--- config.mk ---
export PLATFORM = sky130hd
export DESIGN_NAME = raycast_wall_column_texturer
export DESIGN_NICKNAME = d
export VERILOG_FILES = /design/src/rwct_pkg.sv /design/src/raycast_wall_column_texturer.sv /design/src/rwct_divider.sv /design/src/rwct_front.sv /design/src/rwct_back.sv /design/src/rwct_queue.sv
export VERILOG_INCLUDE_DIRS = /design/src /design/src/src
export SDC_FILE = /design/constraint.sdc
export NUM_CORES = 2
export LEC_CHECK = 0
export BUFFER_PORTS_ARGS = -buffer_cell sky130_fd_sc_hd__buf_2
export CELL_PAD_IN_SITES_DETAIL_PLACEMENT = 0
export CELL_PAD_IN_SITES_GLOBAL_PLACEMENT = 1
export CORE_AREA = 2 2 428 515
export DETAILED_ROUTE_END_ITERATION = 12
export DIE_AREA = 0 0 430 517
export PLACE_DENSITY = 0.55
export SETUP_SLACK_MARGIN = 0.1
export SLEW_MARGIN = 20
export SYNTH_ARGS = -nofsm -noshare
export SYNTH_HDL_FRONTEND = slang
export SYNTH_SLANG_ARGS = --single-unit
--- constraint.sdc ---
create_clock -name clock -period 10.45 [get_ports clock]
set_input_delay 0.5225 -clock clock [delete_from_list [all_inputs] [get_ports clock]]
set_output_delay 0.5225 -clock clock [all_outputs]
set_load 0.01 [all_outputs]
--- src/raycast_wall_column_texturer_macros.svh ---
// Assertion macros for the wall column texturer.
// Used by the modules that carry concurrent assertions.
`ifndef RAYCAST_WALL_COLUMN_TEXTURER_MACROS_SVH
`define RAYCAST_WALL_COLUMN_TEXTURER_MACROS_SVH
// implication checked every clock outside reset
`define RWC_ASSERT_IMP(label, clk, rst, ante, cons) \
   label: assert property (@(posedge clk) disable iff (rst) (ante) |-> (cons)) \
      else $error("assertion failed");
// next-cycle implication
`define RWC_ASSERT_NEXT(label, clk, rst, ante, cons) \
   label: assert property (@(posedge clk) disable iff (rst) (ante) |=> (cons)) \
      else $error("assertion failed");
`endif

--- src/rwct_pkg.sv ---
// Shared types and constants for the wall column texturer.
// No dependencies.
package rwct_pkg;
   localparam int DefScreenHeight = 512;
   localparam int DefScreenWidth  = 1024;
   localparam int DefTextureSize  = 64;

   localparam logic [1:0] SRC_CEILING = 2'd0;
   localparam logic [1:0] SRC_FLOOR   = 2'd1;
   localparam logic [1:0] SRC_WALL    = 2'd2;

   localparam logic [2:0] TEX_WEST  = 3'd0;
   localparam logic [2:0] TEX_EAST  = 3'd1;
   localparam logic [2:0] TEX_NORTH = 3'd2;
   localparam logic [2:0] TEX_SOUTH = 3'd3;
   localparam logic [2:0] TEX_DOOR  = 3'd4;

   localparam logic CSR_CEILING = 1'b0;
   localparam logic CSR_FLOOR   = 1'b1;

   localparam logic FUNC_LOAD = 1'b0;
   localparam logic FUNC_ROW  = 1'b1;

   // column setup handed from front to back
   typedef struct packed {
      logic        func;
      logic [9:0]  column;
      logic [8:0]  wall_start;
      logic [8:0]  wall_end;
      logic [5:0]  tex_column;
      logic [2:0]  tex_select;
      logic [31:0] tex_step;
      logic [31:0] tex_position;
   } cmd_type;
endpackage

--- src/raycast_wall_column_texturer.sv ---
// Top level of the wall column texturer.
// Depends on rwct_pkg, rwct_front, rwct_queue, rwct_back.
//
// Usage:
// - req_* channel (valid/stall): func 0 loads a column, func 1 asks for
//   the next row pixel. Column loads give no transaction on rsp_*.
// - rsp_* channel (valid/stall): one pixel description per row request.
// - csr_* port (valid/ready): index 0 ceiling color, 1 floor color;
//   always ready.
// A row request passes the queue write, then the result register, before
//   rsp_valid rises.
// Throughput: row requests go at one per cycle while req_stall is low. A
//   column load keeps the front busy for two serial divisions (line
//   height, then texel step) in one shared divider.
// The four-entry queue lets the back end keep draining rows while the front
//   works; a stalled receiver holds the result register and backs up the
//   queue, then req_stall rises.
// Reset (synchronous, high) clears queue, row walk, column state and colors.
module raycast_wall_column_texturer
   import rwct_pkg::*;
#(
   parameter int SCREEN_HEIGHT = DefScreenHeight,
   parameter int TEXTURE_SIZE  = DefTextureSize
) (
   input  logic        clock,
   input  logic        reset,
   input  logic        req_valid,
   output logic        req_stall,
   input  logic        req_func,
   input  logic [9:0]  req_column,
   input  logic [23:0] req_wall_distance,
   input  logic        req_hit_side,
   input  logic signed [17:0] req_ray_dir_x,
   input  logic signed [17:0] req_ray_dir_y,
   input  logic [23:0] req_player_x,
   input  logic [23:0] req_player_y,
   input  logic        req_door_hit,
   input  logic        csr_valid,
   output logic        csr_ready,
   input  logic        csr_index,
   input  logic [23:0] csr_data,
   output logic        rsp_valid,
   input  logic        rsp_stall,
   output logic [8:0]  rsp_row,
   output logic [9:0]  rsp_pixel_column,
   output logic [1:0]  rsp_source,
   output logic [2:0]  rsp_texture_id,
   output logic [5:0]  rsp_texel_x,
   output logic [5:0]  rsp_texel_y,
   output logic [23:0] rsp_flat_color,
   output logic        rsp_last
);
   logic push, full, pop, qv;
   cmd_type pcmd, qcmd;

   // front: accept and column setup
   rwct_front #(.SCREEN_HEIGHT(SCREEN_HEIGHT), .TEXTURE_SIZE(TEXTURE_SIZE)) u_front (
      .clock, .reset, .req_valid, .req_stall, .req_func, .req_column,
      .req_wall_distance, .req_hit_side, .req_ray_dir_x, .req_ray_dir_y,
      .req_player_x, .req_player_y, .req_door_hit,
      .push(push), .push_cmd(pcmd), .q_full(full)
   );

   rwct_queue u_queue (
      .clock, .reset, .push(push), .push_cmd(pcmd), .full(full),
      .pop(pop), .q_valid(qv), .q_cmd(qcmd)
   );

   // back: row walk and result register
   rwct_back #(.SCREEN_HEIGHT(SCREEN_HEIGHT), .TEXTURE_SIZE(TEXTURE_SIZE)) u_back (
      .clock, .reset, .csr_valid, .csr_ready, .csr_index, .csr_data,
      .q_valid(qv), .q_cmd(qcmd), .q_pop(pop), .rsp_valid, .rsp_stall,
      .rsp_row, .rsp_pixel_column, .rsp_source, .rsp_texture_id,
      .rsp_texel_x, .rsp_texel_y, .rsp_flat_color, .rsp_last
   );
endmodule

--- src/rwct_divider.sv ---
// Restoring divider, one quotient bit per cycle.
// Depends on nothing.
module rwct_divider #(
   parameter int W = 32
) (
   input  logic         clock,
   input  logic         reset,
   input  logic         start,
   input  logic [W-1:0] dividend,
   input  logic [W-1:0] divisor,
   output logic         busy,
   output logic [W-1:0] quotient
);
   localparam int CW = $clog2(W + 1);
   logic [W-1:0] q_ff, q_in, d_ff, d_in;
   logic [W-1:0] r_ff, r_in;
   logic [CW-1:0] cnt_ff, cnt_in;
   logic [W:0] trial;

   always_comb begin
      q_in = q_ff; r_in = r_ff; d_in = d_ff; cnt_in = cnt_ff;
      trial = {r_ff, q_ff[W-1]};
      if (start) begin
         q_in = dividend; d_in = divisor; r_in = '0; cnt_in = CW'(W);
      end else if (cnt_ff != '0) begin
         if (trial >= {1'b0, d_ff}) begin
            r_in = W'(trial - {1'b0, d_ff});
            q_in = {q_ff[W-2:0], 1'b1};
         end else begin
            r_in = trial[W-1:0];
            q_in = {q_ff[W-2:0], 1'b0};
         end
         cnt_in = cnt_ff - 1'b1;
      end
   end

   always_ff @(posedge clock) begin
      q_ff <= q_in; r_ff <= r_in; d_ff <= d_in;
      if (reset) cnt_ff <= '0;
      else cnt_ff <= cnt_in;
   end
   assign busy = (cnt_ff != '0);
   assign quotient = q_ff;
endmodule

--- src/rwct_front.sv ---
// Front end: accepts items, runs column setup (two divisions, products).
// Depends on rwct_pkg and rwct_divider.
module rwct_front
   import rwct_pkg::*;
#(
   parameter int SCREEN_HEIGHT = DefScreenHeight,
   parameter int TEXTURE_SIZE  = DefTextureSize
) (
   input  logic        clock,
   input  logic        reset,
   input  logic        req_valid,
   output logic        req_stall,
   input  logic        req_func,
   input  logic [9:0]  req_column,
   input  logic [23:0] req_wall_distance,
   input  logic        req_hit_side,
   input  logic signed [17:0] req_ray_dir_x,
   input  logic signed [17:0] req_ray_dir_y,
   input  logic [23:0] req_player_x,
   input  logic [23:0] req_player_y,
   input  logic        req_door_hit,
   output logic        push,
   output cmd_type     push_cmd,
   input  logic        q_full
);
   localparam int TB = $clog2(TEXTURE_SIZE);
   localparam logic [31:0] Full = 32'(SCREEN_HEIGHT) << 16;
   localparam logic [31:0] TexFull = 32'(TEXTURE_SIZE) << 16;
   localparam int Mid = SCREEN_HEIGHT / 2;

   typedef enum logic [5:0] {
      S_IDLE = 6'b000001, S_DIV1 = 6'b000010, S_WAIT1 = 6'b000100,
      S_DIV2 = 6'b001000, S_WAIT2 = 6'b010000, S_PUSH = 6'b100000
   } st_type;
   st_type st_ff, st_in;

   logic [9:0] col_ff;
   logic [23:0] dist_ff;
   logic side_ff, door_ff;
   logic signed [17:0] dx_ff, dy_ff;
   logic [31:0] lh_ff, step_ff;
   logic [63:0] wall_ff;
   logic [31:0] pos_ff;
   logic [8:0] ws_ff, we_ff;
   logic [5:0] tx_ff;
   logic [2:0] sel_ff;

   logic div_start, div_busy;
   logic [31:0] div_a, div_b, div_q;
   rwct_divider #(.W(32)) u_div (
      .clock(clock), .reset(reset), .start(div_start), .dividend(div_a),
      .divisor(div_b), .busy(div_busy), .quotient(div_q)
   );

   logic take;
   assign req_stall = (st_ff != S_IDLE) || q_full;
   assign take = req_valid && !req_stall;

   logic signed [17:0] dir_sel;
   logic signed [42:0] prod;
   assign dir_sel = req_hit_side ? req_ray_dir_x : req_ray_dir_y;
   assign prod = $signed({1'b0, req_wall_distance}) * dir_sel;

   logic signed [33:0] half, s_val, e_val;
   logic [31:0] lh_now;
   assign lh_now = (dist_ff == '0) ? Full : div_q;
   assign half = 34'($unsigned(lh_now >> 1));
   assign s_val = 34'(Mid) - half;
   assign e_val = 34'(Mid) + half;

   logic [31:0] frac;
   logic [TB:0] txw;
   logic [31:0] step_now, kval;
   assign frac = wall_ff[31:0];
   assign txw = (TB + 1)'(({32'd0, frac} * 64'(TEXTURE_SIZE)) >> 32);
   assign step_now = (lh_ff == '0) ? 32'hFFFF_FFFF : div_q;
   assign kval = 32'(ws_ff) - 32'(Mid) + (lh_ff >> 1);

   always_comb begin
      st_in = st_ff; div_start = 1'b0; div_a = Full; div_b = 32'(dist_ff);
      unique case (st_ff)
         S_IDLE: if (take && req_func == FUNC_LOAD) st_in = S_DIV1;
         S_DIV1: begin
            div_start = (dist_ff != '0); st_in = S_WAIT1;
         end
         S_WAIT1: if (!div_busy) st_in = S_DIV2;
         S_DIV2: begin
            div_a = TexFull; div_b = lh_ff;
            div_start = (lh_ff != '0); st_in = S_WAIT2;
         end
         S_WAIT2: if (!div_busy) st_in = S_PUSH;
         S_PUSH: if (!q_full) st_in = S_IDLE;
         default: st_in = S_IDLE;
      endcase
   end

   always_ff @(posedge clock) begin
      if (reset) st_ff <= S_IDLE;
      else st_ff <= st_in;
      if (take && req_func == FUNC_LOAD) begin
         col_ff <= req_column; dist_ff <= req_wall_distance;
         side_ff <= req_hit_side; door_ff <= req_door_hit;
         dx_ff <= req_ray_dir_x; dy_ff <= req_ray_dir_y;
         wall_ff <= ({40'd0, req_hit_side ? req_player_x : req_player_y} << 16)
                    + 64'(prod);
      end
      if (st_ff == S_WAIT1 && !div_busy) begin
         lh_ff <= lh_now;
         ws_ff <= (s_val < 0) ? 9'd0 : 9'(s_val);
         we_ff <= (e_val >= 34'(SCREEN_HEIGHT)) ? 9'(SCREEN_HEIGHT - 1) : 9'(e_val);
         if (door_ff) sel_ff <= TEX_DOOR;
         else if (!side_ff) sel_ff <= (dx_ff > 0) ? TEX_WEST : TEX_EAST;
         else sel_ff <= (dy_ff > 0) ? TEX_NORTH : TEX_SOUTH;
         if ((!side_ff && dx_ff < 0) || (side_ff && dy_ff > 0))
            tx_ff <= 6'((TB + 1)'(TEXTURE_SIZE - 1) - txw);
         else
            tx_ff <= 6'(txw);
      end
      if (st_ff == S_WAIT2 && !div_busy) begin
         step_ff <= step_now;
         pos_ff <= kval * step_now;
      end
   end

   always_comb begin
      push_cmd.func = FUNC_ROW;
      push_cmd.column = col_ff; push_cmd.wall_start = ws_ff;
      push_cmd.wall_end = we_ff; push_cmd.tex_column = tx_ff;
      push_cmd.tex_select = sel_ff; push_cmd.tex_step = step_ff;
      push_cmd.tex_position = pos_ff;
      push = 1'b0;
      if (st_ff == S_PUSH) begin
         push = !q_full; push_cmd.func = FUNC_LOAD;
      end else if (take && req_func == FUNC_ROW) begin
         push = 1'b1;
      end
   end
endmodule

--- src/rwct_back.sv ---
// Back end: pops queued commands, walks rows, drives the result port.
// Depends on rwct_pkg and the macros header.
`include "raycast_wall_column_texturer_macros.svh"
module rwct_back
   import rwct_pkg::*;
#(
   parameter int SCREEN_HEIGHT = DefScreenHeight,
   parameter int TEXTURE_SIZE  = DefTextureSize
) (
   input  logic        clock,
   input  logic        reset,
   input  logic        csr_valid,
   output logic        csr_ready,
   input  logic        csr_index,
   input  logic [23:0] csr_data,
   input  logic        q_valid,
   input  cmd_type     q_cmd,
   output logic        q_pop,
   output logic        rsp_valid,
   input  logic        rsp_stall,
   output logic [8:0]  rsp_row,
   output logic [9:0]  rsp_pixel_column,
   output logic [1:0]  rsp_source,
   output logic [2:0]  rsp_texture_id,
   output logic [5:0]  rsp_texel_x,
   output logic [5:0]  rsp_texel_y,
   output logic [23:0] rsp_flat_color,
   output logic        rsp_last
);
   localparam int TB = $clog2(TEXTURE_SIZE);
   logic [23:0] ceil_ff, floor_ff;
   cmd_type st_ff;
   logic [8:0] row_ff;
   logic v_ff;
   logic wall;

   assign csr_ready = 1'b1;
   assign q_pop = q_valid && (q_cmd.func == FUNC_LOAD || !v_ff || !rsp_stall);
   assign wall = row_ff >= st_ff.wall_start && row_ff <= st_ff.wall_end;

   always_ff @(posedge clock) begin
      if (reset) begin
         ceil_ff <= '0; floor_ff <= '0; st_ff <= '0; row_ff <= '0; v_ff <= 1'b0;
      end else begin
         if (csr_valid) begin
            if (csr_index == CSR_CEILING) ceil_ff <= csr_data;
            else floor_ff <= csr_data;
         end
         v_ff <= (v_ff && rsp_stall) || (q_pop && q_cmd.func == FUNC_ROW);
         if (q_pop) begin
            if (q_cmd.func == FUNC_LOAD) begin
               st_ff <= q_cmd; row_ff <= '0;
            end else begin
               rsp_row <= row_ff; rsp_pixel_column <= st_ff.column;
               rsp_last <= (32'(row_ff) >= 32'(SCREEN_HEIGHT - 1));
               row_ff <= (32'(row_ff) >= 32'(SCREEN_HEIGHT - 1)) ? '0 : row_ff + 1'b1;
               if (wall) begin
                  rsp_source <= SRC_WALL; rsp_texture_id <= st_ff.tex_select;
                  rsp_texel_x <= st_ff.tex_column;
                  rsp_texel_y <= 6'(st_ff.tex_position[16 +: TB]);
                  rsp_flat_color <= '0;
                  st_ff.tex_position <= st_ff.tex_position + st_ff.tex_step;
               end else if (32'(row_ff) < 32'(SCREEN_HEIGHT / 2)) begin
                  rsp_source <= SRC_CEILING; rsp_flat_color <= ceil_ff;
                  rsp_texture_id <= '0; rsp_texel_x <= '0; rsp_texel_y <= '0;
               end else begin
                  rsp_source <= SRC_FLOOR; rsp_flat_color <= floor_ff;
                  rsp_texture_id <= '0; rsp_texel_x <= '0; rsp_texel_y <= '0;
               end
            end
         end
      end
   end
   assign rsp_valid = v_ff;

   `RWC_ASSERT_NEXT(a_hold, clock, reset, rsp_valid && rsp_stall, rsp_valid)
   `RWC_ASSERT_IMP(a_nopop, clock, reset, q_pop && q_cmd.func == FUNC_ROW && rsp_valid,
      !rsp_stall)
   `RWC_ASSERT_IMP(a_wallc, clock, reset, rsp_valid && rsp_source == SRC_WALL,
      rsp_flat_color == '0)
endmodule

--- src/rwct_queue.sv ---
// Short FIFO between front and back end.
// Depends on rwct_pkg.
module rwct_queue
   import rwct_pkg::*;
(
   input  logic    clock,
   input  logic    reset,
   input  logic    push,
   input  cmd_type push_cmd,
   output logic    full,
   input  logic    pop,
   output logic    q_valid,
   output cmd_type q_cmd
);
   cmd_type mem [4];
   logic [1:0] wp_ff, rp_ff;
   logic [2:0] cnt_ff;
   assign full = cnt_ff[2];
   assign q_valid = cnt_ff != '0;
   assign q_cmd = mem[rp_ff];
   always_ff @(posedge clock) begin
      if (push) mem[wp_ff] <= push_cmd;
      if (reset) begin
         wp_ff <= '0; rp_ff <= '0; cnt_ff <= '0;
      end else begin
         if (push) wp_ff <= wp_ff + 1'b1;
         if (pop) rp_ff <= rp_ff + 1'b1;
         cnt_ff <= cnt_ff + 3'(push) - 3'(pop);
      end
   end
endmodule
==> impl_metrics.tcl <==
set metrics [dict create \
    final_nets 5972 \
    worstPathArrival_ns 10.29 \
    cts-htree-levels 3 \
    cp_top_family "adder cells" \
    ys.flop_type "edfxtp_1" \
    die_area_um2 222300 \
    cts_tree "yes" \
    dieWidth_um 430 \
    grt_pass1_wl_um 227200 \
    die_h_um 517 \
    via_count 34730 \
    syn_inst 4805 \
    clock_latency_ns 0.75 \
    coreArea_um2 217600 \
    cp.required_ns 10.87 \
    async_reset_ff_share_pct 0 \
    drive_above_1_share_pct 11.87 \
    synth_edf_count 634 \
    hold_ws_ns 0.07322 \
    timing.fmax_ghz 0.1013 \
    antenna_found_initial 12 \
    first_iter_violations 1786 \
    clock-sinks 826 \
    cts.clk_slew.worst_paths_ns 0.06 \
    crit_path_start_kind "flip-flop" \
    post-dp-hpwl_um 105300 \
    grt_pass1_vias 36750 \
    cts_buffers 95 \
    ff2ff_setup_slack_ns 0.58 \
    slew_headroom_pct 27.37 \
    totalWireLength_um 148400 \
    fin_crit_ns 9.870 \
    initial_utilization_pct 24.82 \
    tightest_slew_ns 1.082 \
    setup_violations 0 \
    slowest_delay_ns 0.55 \
    crit_type "reg -> reg" \
    synth_area_um2 54010 \
    yosys_warnings 0 \
    status "completed" \
    ant_nets 0 \
    finalCritPeriodShare_pct 94.45 \
    hold_viol_final 0 \
    grt_max_degree 87 \
    synth_seq_cells 826 \
    place_congestion 0.8276 \
    hp-class "in -> reg" \
    synth_seq_area_share_pct 42.36 \
    root_buffer "clkbuf_16" \
    dr.pass1.iters 5 \
    io_buffers 197 \
    fin_skew_ns 0.07394 \
    crit_top_cell "xnor2_1" \
    avgRoutedWirePerCell_um 18.65 \
    io_pins 215 \
    fin_setup_tns_ns 0 \
    viasPerCell 4.364 \
    clockBufferDepth 3 \
    grt_setup_unrepaired "no" \
    crit_fanout 6 \
    syn_nets 5751 \
    critPathBufInv 3 \
    cap_violations 0 \
    synth_area_per_cell_um2 11.24 \
    synthToLayoutAreaGrowth_pct 15.14 \
    synthDistinctLibCells 95 \
    grt.overflow.total 0 \
    cp_slowest_cell "fa_1" \
    drv_slew 0 \
    grtUsageTotal_pct 13.37 \
    endpoint_kind "flip-flop" \
    drc_errors 0 \
    rows 188 \
]
## repair_timing
action,CTS,global route
gates resized for setup,0,6
hold buffers,65,0
endpoints found under the hold margin,81,0
buffers inserted,0,1
setup endpoints to repair,0,1
## path summary, 6_finish.rpt
path,startpoint,to,cells after the start
max,u_front.ws_ff[3]$_SDFFCE_PN0P_,u_front.pos_ff[21]$_DFFE_PP_,35
min,csr_data[4],u_back.ceil_ff[4]$_SDFFE_PP0P_,3
max reg2reg,u_front.ws_ff[3]$_SDFFCE_PN0P_,u_front.pos_ff[21]$_DFFE_PP_,35
min reg2reg,u_back.st_ff[91]$_SDFFE_PP0P_,u_back.rsp_pixel_column[0]$_DFFE_PP_,0
## cell usage after synthesis, drive strengths merged, types with 4 or more instances
cell	n	share of area, %
a21oi	206	1.9
a211o	8	0.13
mux4	81	3.4
dfxtp	192	7.1
o211ai	6	0.093
nand2b	54	0.64
nor4	27	0.31
nand2	711	4.9
a41o	4	0.074
fa	499	18
nand3b	5	0.070
o31ai	5	0.070
buf	36	0.28
o21ai	73	0.68
nor3	35	0.35
mux2	30	0.63
and2	151	1.7
nand3	31	0.29
a211oi	27	0.38
a311oi	13	0.21
a21boi	5	0.070
inv	626	4.4
edfxtp	634	35
o22ai	5	0.069
nand4	14	0.16
nor2	340	2.4
o311ai	4	0.065
a31oi	5	0.058
a21o	40	0.56
mux2i	58	1.1
o21bai	9	0.13
xnor2	129	2.1
and3	16	0.19
and4	8	0.13
ha	296	6.9
a31o	6	0.11
xor2	46	0.77
o21a	19	0.26
o221ai	4	0.076
nor2b	74	0.86
or3	14	0.16
or2	29	0.34
clkinv	4	0.028
clkbuf	178	1.2
## through the flow
stage / utilization, % / setup WS [ns] / std cells / cell area (um2)
2_1_floorplan: - / 0.8479 / 4805 / 54010
3_3_place_gp: 26.85 / 0.2846 / 7712 / 58410
3_5_place_dp: 26.85 / 0.2925 / 7712 / 58410
4_1_cts: 28.55 / 0.2280 / 7954 / 62120
5_1_grt: 28.58 / 0.1020 / 7957 / 62190
6_report: 28.58 / 0.5800 / 7959 / 62190
## registers in the layout (all words and copies together), names as in the netlist, 32 cells and up, named ones only
name / flops
u_queue.mem: 328
u_back.st_ff: 81
u_front.lh_ff: 32
u_front.u_div.d_ff: 32
u_front.u_div.quotient: 32
u_front.u_div.r_ff: 32
## kinds of logic after synthesis
kind of cell	synth area share, %
AOI/OAI and AO/OA	5.455
xor gates and xnor gates	3.021
adders and majority gates	25.35
buffers and inverters	5.900
DFF	42.36
muxes	5.078
other	0.006943
and+or+nand+nor	12.83
## metal layers
layer	GRT usage, %	vias up	wire [um]
met5	0	-	62
met4	3.420	8	3012
met3	1.850	165	6087
met2	23.90	704	74660
met1	16.88	17560	64600
li1	-	16290	-
## placed cells by master (no fill, tap or decap), types with 75 or more instances in the layout
| cell type | n |
|---|---|
| clkbuf_16 | 95 |
| a21oi_1 | 204 |
| inv_1 | 623 |
| nand2_1 | 710 |
| nor2_1 | 333 |
| dfxtp_1 | 189 |
| edfxtp_1 | 634 |
| ha_1 | 295 |
| buf_2 | 196 |
| and2_1 | 144 |
| mux4_2 | 81 |
| fa_1 | 497 |
| xnor2_1 | 124 |
| buf_4 | 75 |
## cell type report
cell class | count | area, um2
Multi-Input combinational cell | 3135 | 28080
Timing Repair Buffer | 338 | 2226
Fill cell | 22540 | 155400
Clock inverter | 46 | 494.2
Inverter | 630 | 2365
Tap cell | 2850 | 3566
Clock buffer | 131 | 2562
Antenna cell | 3 | 7.507
Sequential cell | 826 | 22890
## tightest hold or removal path: cells and delay by family
kind | cells | cell delay [ns]
compound gates | 1 | 0.05
buf+inv | 1 | 0.11
simple gates | 1 | 0.05
Power is not shown: default switching activity piles up to over one toggle a cycle in this logic, so the estimate is an artifact.
